**src/sui_pkg.sv**
```systemverilog
package sui_pkg;

   localparam int CAPACITY    = 64;
   localparam int KEY_WIDTH   = 32;
   localparam int POS_WIDTH   = (CAPACITY > 1) ? $clog2(CAPACITY) : 1;
   localparam int COUNT_WIDTH = $clog2(CAPACITY + 1);

   typedef logic [KEY_WIDTH-1:0]   key_type;
   typedef logic [POS_WIDTH-1:0]   pos_type;
   typedef logic [COUNT_WIDTH-1:0] count_type;

   typedef enum logic [1:0] {
      ST_INSERTED  = 2'd0,
      ST_DUPLICATE = 2'd1,
      ST_FULL      = 2'd2
   } status_type;

   // per-cell flags seen by the neighbor and by the top level
   typedef struct packed {
      logic valid;   // cell holds a key
      logic at_end;  // this or an earlier cell is empty, equal or ranks after the new key
      logic ins;     // insert point: first such cell
      logic dup;     // insert point holds a key equal to the new key
   } cell_flags_type;

endpackage

```
**src/sui_cell.sv**
```systemverilog
module sui_cell (
   input  logic                    clock,
   input  logic                    reset,
   input  logic                    shift_en,
   input  logic                    descending,
   input  sui_pkg::key_type        new_key,
   input  sui_pkg::key_type        left_key,
   input  sui_pkg::cell_flags_type left_flags,
   output sui_pkg::key_type        key,
   output sui_pkg::cell_flags_type flags
);

   sui_pkg::key_type key_ff;
   sui_pkg::key_type key_in;
   logic             valid_ff;
   logic             valid_in;
   logic             eq;
   logic             after;
   logic             hit;

   always_comb begin
      eq    = (key_ff == new_key);
      after = descending ? (key_ff < new_key) : (key_ff > new_key);
      hit   = ~valid_ff | eq | after;
      flags.valid  = valid_ff;
      flags.at_end = left_flags.at_end | hit;
      flags.ins    = hit & ~left_flags.at_end;
      flags.dup    = flags.ins & valid_ff & eq;
      key          = key_ff;
   end

   always_comb begin
      key_in   = key_ff;
      valid_in = valid_ff;
      if (shift_en) begin
         valid_in = valid_ff | left_flags.valid;
         if (flags.ins) begin
            key_in = new_key;
         end else if (flags.at_end) begin
            key_in = left_key;
         end
      end
   end

   always_ff @(posedge clock) begin
      key_ff <= key_in;
      if (reset) begin
         valid_ff <= 1'b0;
      end else begin
         valid_ff <= valid_in;
      end
   end

endmodule

```
**config.mk**
```make
export PLATFORM = sky130hd
export DESIGN_NAME = sui_cell
export DESIGN_NICKNAME = d
export VERILOG_FILES = /design/src/sui_pkg.sv /design/src/sui_cell.sv
export SDC_FILE = /design/constraint.sdc
export NUM_CORES = 1
export LEC_CHECK = 0
export BUFFER_PORTS_ARGS = -buffer_cell sky130_fd_sc_hd__buf_2
export CAP_MARGIN = 20
export CORE_UTILIZATION = 43
export DETAILED_ROUTE_END_ITERATION = 10
export PLACE_DENSITY = 0.86
export RECOVER_POWER = 50
export SLEW_MARGIN = 20
export SYNTH_ARGS = -nofsm -noshare
export SYNTH_HDL_FRONTEND = slang
export SYNTH_SLANG_ARGS = --single-unit
export TNS_END_PERCENT = 20
```
**constraint.sdc**
```tcl
create_clock -name clock -period 4.4 [get_ports clock]
set_input_delay 0.66 -clock clock [delete_from_list [all_inputs] [get_ports clock]]
set_output_delay 0.66 -clock clock [all_outputs]
set_load 0.05 [all_outputs]
```
======== Word level (Yosys, flattened, before mapping) ========
Cells that the tools add are included.
word-level totals
  input bits .............................. 72
  register bits after elaboration ......... 33
  output and inout port bits .............. 36
  logic and storage cells ................. 19
operators by class
  $lt $le $gt $ge ......................... 2
  multiplexer cells ....................... 3
  equality and inequality tests ........... 1
  bitwise gates (word level) .............. 9
  reductions and logical operators ........ 2
operators by type and width
  operator           number
  $mux 32            2
  $eq 32x32->1       1
  $gt 32x32->1       1
  $lt 32x32->1       1
  $or 1x1->1         4
  $and 1x1->1        3
  $not 1->1          2
  $reduce_and 2->1   1
  $reduce_bool 2->1  1
  $mux 1             1

======== Depth between registers and ports, before layout ========
Gate-level depths: netlist of the first run.
  depth after elaboration ................. 6
  gate-level depth with buffers ........... 11
  gate-level depth less buffers ........... 9

======== Least setup slack after synthesis of the first run ========
OpenSTA, ideal clock, no wires.
  path type ............................... register to register
  start point ............................. register key_ff[1], in the netlist key[1]
  end point ............................... register key_ff[0], in the netlist key[0], enable pin
  arrival time ............................ 4237 ps
  path buffers ............................ 0
  data required time ...................... 3929 ps
  slack ................................... -308 ps
  stages on the path, launching flop included .. 9
  period minus slack after synthesis ...... 4708 ps
  library setup time ...................... 471 ps
  cells stage by stage .................... edfxtp_1 > ha_1 > nor2b_1 > o211ai_1 > a2111o_1 > o211ai_2 > a21oi_1 > xor2_1 > a21boi_0
between the ends
  word-level cells in the longest chain between the ends .. 6
  elaborated cells on any way between the ends .. 10
  classes of those cells .................. order compare: 2; eq/ne: 1; mux: 1; bitwise: 4; reduce/logical: 2
ends and longest elaborated chain
  item                                        line                            text
  start: declaration                          sui_cell.sv:13                  sui_pkg::key_type key_ff;
  start signal: assignment                    sui_cell.sv:46                  key_ff <= key_in;
  $gt 32x32->1, or another cell as far along  sui_cell.sv:23                  after = descending ? (key_ff < new_key) : (key_ff > new_key);
  $mux 1 or $or 1x1->1 (tied branches)        sui_cell.sv:23, sui_cell.sv:24
  $or 1x1->1 (*)                              sui_cell.sv:24                  hit = ~valid_ff | eq | after;
  $and 1x1->1 or $or 1x1->1 (tied branches)   sui_cell.sv:27, sui_cell.sv:26
  $reduce_bool 2->1 (no line) (*)             n/a
  $reduce_and 2->1 (no line) (*)              n/a
Mark *: on every way between the ends. The rest lies on a longest branch, timed or not.
A chain may end at the register's enable or synchronous reset.

==> impl_results.md, run 1 <==
* Hold Path Origin: valid_ff
* CTS root buf: clkbuf_8
* Fin crit share at 80.0%
* # DRC at 0
* Post-synth EDFFs at 32
* Mapped Cells at 196
* Seq/Total Area, Yosys at 40.0%
* # IOs at 108
* Post-DP HPWL at 4300 um
* Antenna viol nets, final at 0
* Hold Path Stages at 2
* Worst EP arrival at 2.86 ns
* Startpoint Class: input pin
* F_max at 0.284 GHz
* Clock Skews at 0.00344 ns
* Hold_ws at 0.530 ns
* Clock Tree Buf Depth at 2
* Yosys cell types at 36
* Worst hold path class: reg2reg
* Clock period minus worst slack at 3.52 ns
* Core area at 5510 um^2
* Synthesized net count at 300
* Avg Synthesized Cell Area at 12.5 um^2
* Reg-to-reg setup timing slack at 1.40 ns
* Critical R2R Launch: key[25]
* Power per Cell Area at 302 nW/um^2
* Iter 0 DRT Violations at 47
* Inserted Diodes at 0
* Synth warnings at 0
* Top cell type's share of synthesized area at 39.2%
* Final #Nets at 410
* RSZ-0062 raised after global routing: false
* Die Ht at 77.5 um
* DRT Pass-1 Iters at 4
* Setup crit end kind: primary output
* Synth cell count leaders: edfxtp_1 (32), ha_1 (32), inv_1 (32), mux2_4 (29), a21oi_1 (13)
* Worst VDD drop at 0.205 mV
* Post-CTS Hold Fix Bufs at 0
* Final design utilization at 55.2%
* Vias in the first global route at 1,985
* Worst r2r path cells at 9
* Worst R2R End: key[18]
* CTS H-Tree Depth at 2
* Final TNS setup at 0 ns
* Total global-route track usage at 18.4%
* Endpoints failing setup at 0
* Max-cap viol count at 0
* Synth area leaders: edfxtp_1 (39%), mux2_4 (18%), ha_1 (16%)
* Clock Sinks at 33
* Clk slew on worst S/H paths at 0.07 ns
* Layout fillers at 484
* Req. time, crit path at 3.74 ns
* Final Max Tran Viols at 0
* Dominant synthesized flop cell: edfxtp_1
* Worst skew pair latency at 0.27 ns
* First-pass GRT wire length at 8580 um
* Num CTS Buffers at 5
* Worst hold endpoint: valid_ff
* Flops & latches, synth at 33
* Status: complete, no violations
* Initial antenna violation count at 0
* Post-CTS resize count at 0
* Leak at 1.47 nW
* Port bufs at 105
* CTS tree: done
* Ys async rst share at 0%
* Grt total ovfl at 0
* Setup Crit Path Kind: in2out
* Initial core utilization at 44.5%
* Via density at 5.04
* Hold Fails Final Rpt at 0
* GP Congestion at 0.773
* Syn-to-layout area delta at 24.1%
* DR vias at 1,909
* Netlist Area Pre-Place at 2450 um^2
* Slew headroom at 59.6%
* Crit-path max FO at 15
* Cell row count at 27
* Share of layout cells above drive strength 1 at 37.1%
* Dominant cell type by area after synthesis: edfxtp_1
* Tightest Pin Transition at 0.604 ns
* WL/cell at 13.9 um
* Postcts setup bufs at 0
* Largest net degree at the start of global routing at 19
* Die W at 77.5 um
* Die area at 6010 um^2
* Wirelength, routed at 5280 um
worst max path at each step:
stage                            from        to  slack, ns  cells after the start
after CTS                  new_key[7]  flags[1]       0.80                     11
after detailed placement   new_key[7]  flags[1]       0.81                     11
after global placement     new_key[7]  flags[1]       0.85                     11
after floorplan                key[1]    key[0]       0.57                      8
after global routing      new_key[23]  flags[1]       0.64                     11
final                      new_key[7]  flags[1]       0.88                     11
placed cells by master, fill, tap and decap left out, types with 2 or more instances in the layout:
| cell | instances |
|---|---|
| a211oi_1 | 2 |
| buf_2 | 71 |
| clkbuf_8 | 5 |
| o211ai_1 | 2 |
| mux2_4 | 24 |
| nand4_1 | 8 |
| o21ai_0 | 2 |
| edfxtp_1 | 32 |
| nor2_1 | 3 |
| nor2b_1 | 2 |
| nand2_1 | 9 |
| buf_4 | 3 |
| ha_1 | 32 |
| mux2_1 | 5 |
| clkbuf_1 | 37 |
| mux2_2 | 3 |
| a21oi_1 | 13 |
| inv_1 | 32 |
| nand3_1 | 3 |
cell type report:
type | instances | area, um^2 | share of cell area [%]
repair buffers | 108 | 505 | 16.6
well taps | 72 | 90.1 | 2.96
multi-input cells | 126 | 1260 | 41.6
inverters | 32 | 120 | 3.95
clock buffers | 8 | 80.1 | 2.63
flip-flops and latches | 33 | 981 | 32.3
state kept, by name (all words and copies together), names as in the netlist:
name,flops
valid_ff,1
key,32
critical path: stages:
cell,delay (ns)
buf_2,0.09
inv_1,0.04
ha_1,0.32
nand4_1,0.16
nor4_1,0.47
a21boi_2,0.14
nand2b_1,0.10
a211oi_1,0.05
and3b_2,0.26
buf_4,0.26
buf_2,0.31
metal layers:
layer | track usage, % | up-vias | part of all wire (%)
met1 | 19.5 | 891 | 41
li1 | - | 943 | -
met3 | 5.06 | 2 | 5.7
met4 | 6.04 | 0 | 0.44
met5 | 0 | - | 0
met2 | 34.6 | 73 | 53
logic make-up (layout without fill, tap and decap cells):
family	after synthesis	after routing	synth area share, %
simple gates	33	33	8.22
mux	32	32	19.1
buf+inv	37	148	8.12
fa+ha+maj	32	32	16.3
compound gates	28	28	7.81
xor+xnor	1	1	0.357
flops	33	33	40.0
per-stage QoR:
stage	setup WS [ns]	instance area, um^2	power (mW)	std cells
after floorplan	0.566	2450	0.638	196
after global placement	0.853	3020	0.709	371
after detailed placement	0.807	3020	0.721	371
after CTS	0.797	3100	0.944	379
after global routing	0.636	3040	0.970	379
final	0.882	3040	0.919	379
power breakdown:
group | leakage [nW] | switching [mW] | internal, mW
sequential | 0.320 | 0.0147 | 0.379
clock | 0.0395 | 0.103 | 0.112
combinational | 1.11 | 0.196 | 0.114
No activity file was read; power rests on OpenSTA's default activity.
==> run 2, diff against run 1 <==
Clock period 4.4 ns to 3.2 ns, I/O delays scaled along.
==> run 2 against run 1 <==
  * Setup slack got worse by 0.69 ns
  * Critical path depth is 2 lower
  * Critical endpoint is now flags[2]
  * Clock power increased by 36%
  * Utilization rose by 1.8 points
  * Sequential share of layout area fell by 1.0 points
  * Clock skew rose by 0.0026 ns
  * Power increased by 39%
  * Sequential power up 37%
  * Hold slack worse by 0.18 ns
==> impl_results.md, run 2 (synthesis gave the netlist of run 1 again) <==
* Status: complete, no violations
* WL/cell at 13.5 um
* Hold Path Origin: reset
* GP Congestion at 0.783
* Initial antenna violation count at 0
* Clk slew on worst S/H paths at 0.07 ns
* DRT Pass-1 Iters at 4
* Crit-path max FO at 3
* Leak at 1.53 nW
* Max reg flops at 32
* Hold Fails Final Rpt at 0
* Setup Crit Path Kind: reg2out
* CTS root buf: clkbuf_8
* Clock Tree Buf Depth at 2
* Final WS setup at 0.196 ns
* First-pass GRT wire length at 8250 um
* Top Family by Delay on Critical Path: compound AO/OA/AOI/OAI gates
* CTS H-Tree Depth at 2
* Cell row count at 27
* Tightest Pin Transition at 0.617 ns
* Final Max Tran Viols at 0
* Share of layout cells above drive strength 1 at 40.8%
* Final design utilization at 57.1%
* Endpoints failing setup at 0
* Routing usage on met1 at 19.5%
* Clock period minus worst slack at 3.00 ns
* Reg-to-reg setup timing slack at 0.36 ns
* Via density at 4.91
* Total global-route track usage at 17.7%
* Vias in the first global route at 1,900
* Die W at 77.5 um
* Initial core utilization at 44.5%
* Crit path buffers/inverters at 1
* RSZ-0062 raised after global routing: false
* Largest net degree at the start of global routing at 17
* Critical R2R Launch: key[25]
* Power per Cell Area at 407 nW/um^2
* Worst skew pair latency at 0.28 ns
* Clock Sinks at 33
* Final TNS setup at 0 ns
* Clock Skews at 0.00609 ns
* Crit-path cells: ha_1 -> nand4_1 -> nor2_1 -> a221oi_2 -> o211ai_1 -> a21oi_1 -> xor2_1 -> nand2_1 -> buf_4
* DP Worst Slack at 0.116 ns
* Most common cell after layout, fill and taps aside: buf_2
* Worst hold path class: in2reg
* Antenna viol nets, final at 0
* Setup crit end kind: primary output
* Grt total ovfl at 0
* Req. time, crit path at 2.72 ns
* DR vias at 1,880
* Slowest CP cell: edfxtp_1
* Core area at 5510 um^2
* Iter 0 DRT Violations at 51
* Hold_ws at 0.347 ns
* Worst VDD drop at 0.223 mV
* Busiest layer in global routing: met2
* Slew headroom at 59.0%
* Die Ht at 77.5 um
* Startpoint Class: flop
* Max-cap viol count at 0
* Wirelength, routed at 5180 um
* Commonest cells after routing, fill and taps aside: buf_2 (70), clkbuf_1 (34), inv_1 (32), edfxtp_1 (32), ha_1 (31)
* Crit-path max cell delay at 0.42 ns
* Inserted Diodes at 0
* Port bufs at 105
* CTS tree: done
* Met2 Track Usage GR at 33.2%
* Final #Nets at 415
* Syn-to-layout area delta at 28.2%
* Met3 Use GR at 4.47%
* Worst EP arrival at 2.52 ns
* Post-DP HPWL at 4220 um
* Die area at 6010 um^2
* Num CTS Buffers at 5
* # DRC at 0
* F_max at 0.333 GHz
* Setup crit start: key[25]
* Area post-placement at 3060 um^2
* Fin crit share at 93.9%
* Design area at 3140 um^2
* # IOs at 108
* Post-CTS Hold Fix Bufs at 0
run 2: cell count changes in the layout (fill, tap and decap cells not counted), moves of 2 or more:
cell,change
mux2_4,+5
buf_4,+3
mux2_1,-5
clkbuf_1,-3
buf_12,+2
run 2: final cells by class:
type / count / area, um^2
clock inverters: 1 / 3.75
multi-input cells: 126 / 1300
clock buffers: 6 / 72.6
inverters: 32 / 120
fillers: 486 / 2360
well taps: 72 / 90.1
flip-flops and latches: 33 / 981
repair buffers: 113 / 572
run 2: what timing repair did:
item | 4_1_cts | 5_1_grt
resized for setup | 0 | 5
setup endpoints to repair | 0 | 2
buffers inserted | 0 | 3
endpoints found under the hold margin | 0 | 0
run 2: routing by layer:
metal	wire length, um	part of all wire [%]	vias up
li1	-	-	951
met1	2200	42	858
met2	2680	52	69
met3	277	5.3	2
met4	23	0.44	0
met5	0	0	-
run 2: worst paths after layout:
path,depth (start not counted),end
setup / recovery,9,flags[2]
setup reg to reg,10,key[1]
hold / removal,2,valid_ff
hold reg to reg,2,valid_ff
run 2: power by group:
part | leakage, nW | internal (mW) | switching (mW) | total (mW)
registers | 0.320 | 0.520 | 0.0201 | 0.540
clock network | 0.0387 | 0.147 | 0.146 | 0.293
logic | 1.17 | 0.175 | 0.272 | 0.447
run 2: metrics by stage:
stage,power (mW),instances
4_1_cts,1.29,380
2_1_floorplan,0.879,196
6_report,1.28,383
3_3_place_gp,0.983,373
3_5_place_dp,0.998,373
5_1_grt,1.35,383
run 2: worst reg2reg max path: stages, from the launching register on:
cell	delay [ns]
edfxtp_1	0.42
ha_1	0.31
nand4_1	0.20
nor2_1	0.09
a221oi_2	0.25
o211ai_1	0.20
a31oi_1	0.21
and3b_2	0.25
buf_4	0.15
buf_12	0.17
mux2_2	0.36
==> run 3, diff against run 2 <==
Settings changed: ABC_AREA set to 1, CAP_MARGIN 20 to unset, SETUP_SLACK_MARGIN set to 0.05.
==> run 3 against run 2 <==
  * Combinational power decreased by 5.6%
  * Hold slack better by 0.016 ns
  * Sequential share of layout area grew 1.3 points
  * Register-to-register slack improved by 0.09 ns
  * Flip-flop and latch count stayed put
  * Cell count up 23%
  * First-iteration DRC count increased by 82%
  * Highest routed layer unchanged
  * Critical path depth grew 2
  * Synthesized cell count up 50%
==> impl_results.md, run 3 <==
* Port bufs at 105
* Dominant synthesized flop cell: edfxtp_1
* Core area at 5240 um^2
* Busiest layer in global routing: met2
* Synth warnings at 0
* Synthesized net count at 398
* Share of layout cells above drive strength 1 at 22.0%
* Largest net degree at the start of global routing at 33
* Avg Synthesized Cell Area at 8.17 um^2
* Xor and xnor area share after synthesis at 0%
* Initial antenna violation count at 0
* Tightest Pin Transition at 0.688 ns
* Num CTS Buffers at 5
* Max-cap viol count at 0
* Postcts setup bufs at 0
* Post-Synth Simple-Gate Area at 28.0%
* Inserted Diodes at 0
* Mux contribution to synthesized area at 0%
* Die W at 76.7 um
* Ys async rst share at 0%
* Iter 0 DRT Violations at 93
* Vias in the first global route at 2,283
* Top cell type's share of synthesized area at 40.0%
* CTS root buf: clkbuf_8
* Seq/Total Area, Yosys at 40.9%
* Fin crit share at 89.7%
* # IOs at 108
* Synth cell count leaders: nand2_1 (102), inv_1 (43), nand3_1 (36), edfxtp_1 (32), ha_1 (32)
* Final #Nets at 504
* Clk slew on worst S/H paths at 0.07 ns
* Cell row count at 26
* Startpoint Class: flop
* Design area at 3020 um^2
* Top Family by Delay on Critical Path: simple AND/OR/NAND/NOR gates
* Flops & latches, synth at 33
* Synth area leaders: edfxtp_1 (40%), ha_1 (17%), nand2_1 (16%)
* Crit-path cells: ha_1 -> nand2_1 -> nor2_2 -> nand2_1 -> nor4_1 -> nor3b_2 -> nor2_1 -> nand2_4 -> nand2_4 -> inv_1 -> buf_2
* # DRC at 0
* Final Max Tran Viols at 0
* Synth Area in Compound Gates at 4.48%
* Commonest cells after routing, fill and taps aside: nand2_1 (102), buf_2 (72), inv_1 (42), nand3_1 (35), clkbuf_1 (34)
* Setup Crit Path Kind: reg2out
* GP Congestion at 0.812
* First-pass GRT wire length at 9650 um
* Worst skew pair latency at 0.28 ns
* Routing usage on met1 at 22.6%
* Die Ht at 76.7 um
* Post-CTS resize count at 0
* Area post-placement at 2990 um^2
* Worst VDD drop at 0.193 mV
* Netlist Area Pre-Place at 2400 um^2
* Clock Tree Buf Depth at 2
* Critical R2R Launch: key[31]
* Worst EP arrival at 2.39 ns
* Most common cell after layout, fill and taps aside: nand2_1
* Syn-to-layout area delta at 25.6%
* Final TNS setup at 0 ns
* Dominant cell type by area after synthesis: edfxtp_1
* Crit path buffers/inverters at 2
* Req. time, crit path at 2.72 ns
* Status: complete, no violations
* Hold Fails Final Rpt at 0
* Die area at 5890 um^2
* RSZ-0062 raised after global routing: false
* Slowest CP cell: edfxtp_1
* Crit-path max cell delay at 0.41 ns
* Setup crit end kind: primary output
* Wirelength, routed at 5730 um
* Initial core utilization at 45.8%
* Met3 Use GR at 2.98%
* Worst hold path class: in2reg
* Mapped Cells at 294
* Top-count cell post-synth: nand2_1
* Via density at 4.80
* Antenna viol nets, final at 0
* Clock Sinks at 33
* Clock period minus worst slack at 2.87 ns
* Post-synth EDFFs at 32
* Clock Skews at 0.00298 ns
* Post-CTS Hold Fix Bufs at 0
* Leak at 1.64 nW
* Crit-path max FO at 2
* Post-DP HPWL at 4510 um
* Grt total ovfl at 0
* Max reg flops at 32
* Slew headroom at 54.2%
* F_max at 0.348 GHz
* DR vias at 2,254
* Power per Cell Area at 416 nW/um^2
* CTS tree: done
* DRT Pass-1 Iters at 4
* Yosys cell types at 22
* CTS H-Tree Depth at 2
* Setup crit start: key[31]
* Met2 Track Usage GR at 39.6%
* Synth Area in Adders at 16.7%
* Hold Path Origin: reset
* Total global-route track usage at 20.7%
* WL/cell at 12.2 um
* Endpoints failing setup at 0
* Layout fillers at 513
* Largest family of logic cells by synthesized area: simple AND/OR/NAND/NOR gates
==> run 3: metrics by stage <==
step | util (%) | instances | worst slack [ns] | total power [mW] | hold WS (ns)
finish | 57.6 | 470 | 0.330 | 1.26 | 0.363
global route | 57.6 | 470 | 0.126 | 1.33 | 0.370
CTS | 58.6 | 470 | 0.409 | 1.28 | 0.357
detailed placement | 57.1 | 463 | 0.429 | 0.989 | 0.480
global placement | 57.1 | 463 | 0.464 | 0.973 | 0.467
floorplan | - | 294 | 0.232 | 0.862 | 0.454
==> run 3: final cells by class <==
class / count / area (um^2) / area share, %
sequential: 33 / 981 / 32.5
multi-input combinational: 207 / 1180 / 39.1
timing repair buffer: 109 / 524 / 17.4
clock buffer: 6 / 72.6 / 2.41
tap: 70 / 87.6 / 2.90
clock inverter: 1 / 3.75 / 0.124
inverter: 44 / 169 / 5.60
==> run 3: final timing paths <==
kind	endpoint	slack, ns	depth (start not counted)
worst max register to register	key[20]	0.45	12
worst min-delay path	valid_ff	0.36	2
worst min register to register	valid_ff	0.49	2
worst max-delay path	flags[1]	0.33	11
==> run 3: layer usage <==
metal / vias to the layer above / wire length (um) / share of wire [%]
met4: 0 / 95 / 1.7
met1: 999 / 2350 / 41
met3: 9 / 255 / 4.4
met5: - / 0 / 0
li1: 1174 / - / -
met2: 72 / 3030 / 53
==> run 3: cell families (layout without fill, tap and decap cells) <==
kind of cell,Yosys count,after routing
fa+ha+maj,32,32
flops,33,33
simple gates,155,155
compound gates,20,20
buf+inv,54,160
==> run 3: where the power goes <==
part,switching [mW],total (mW),internal [mW],leakage [nW]
Clock,0.143,0.290,0.147,0.0387
Sequential,0.0203,0.544,0.523,0.324
Combinational,0.294,0.422,0.128,1.27
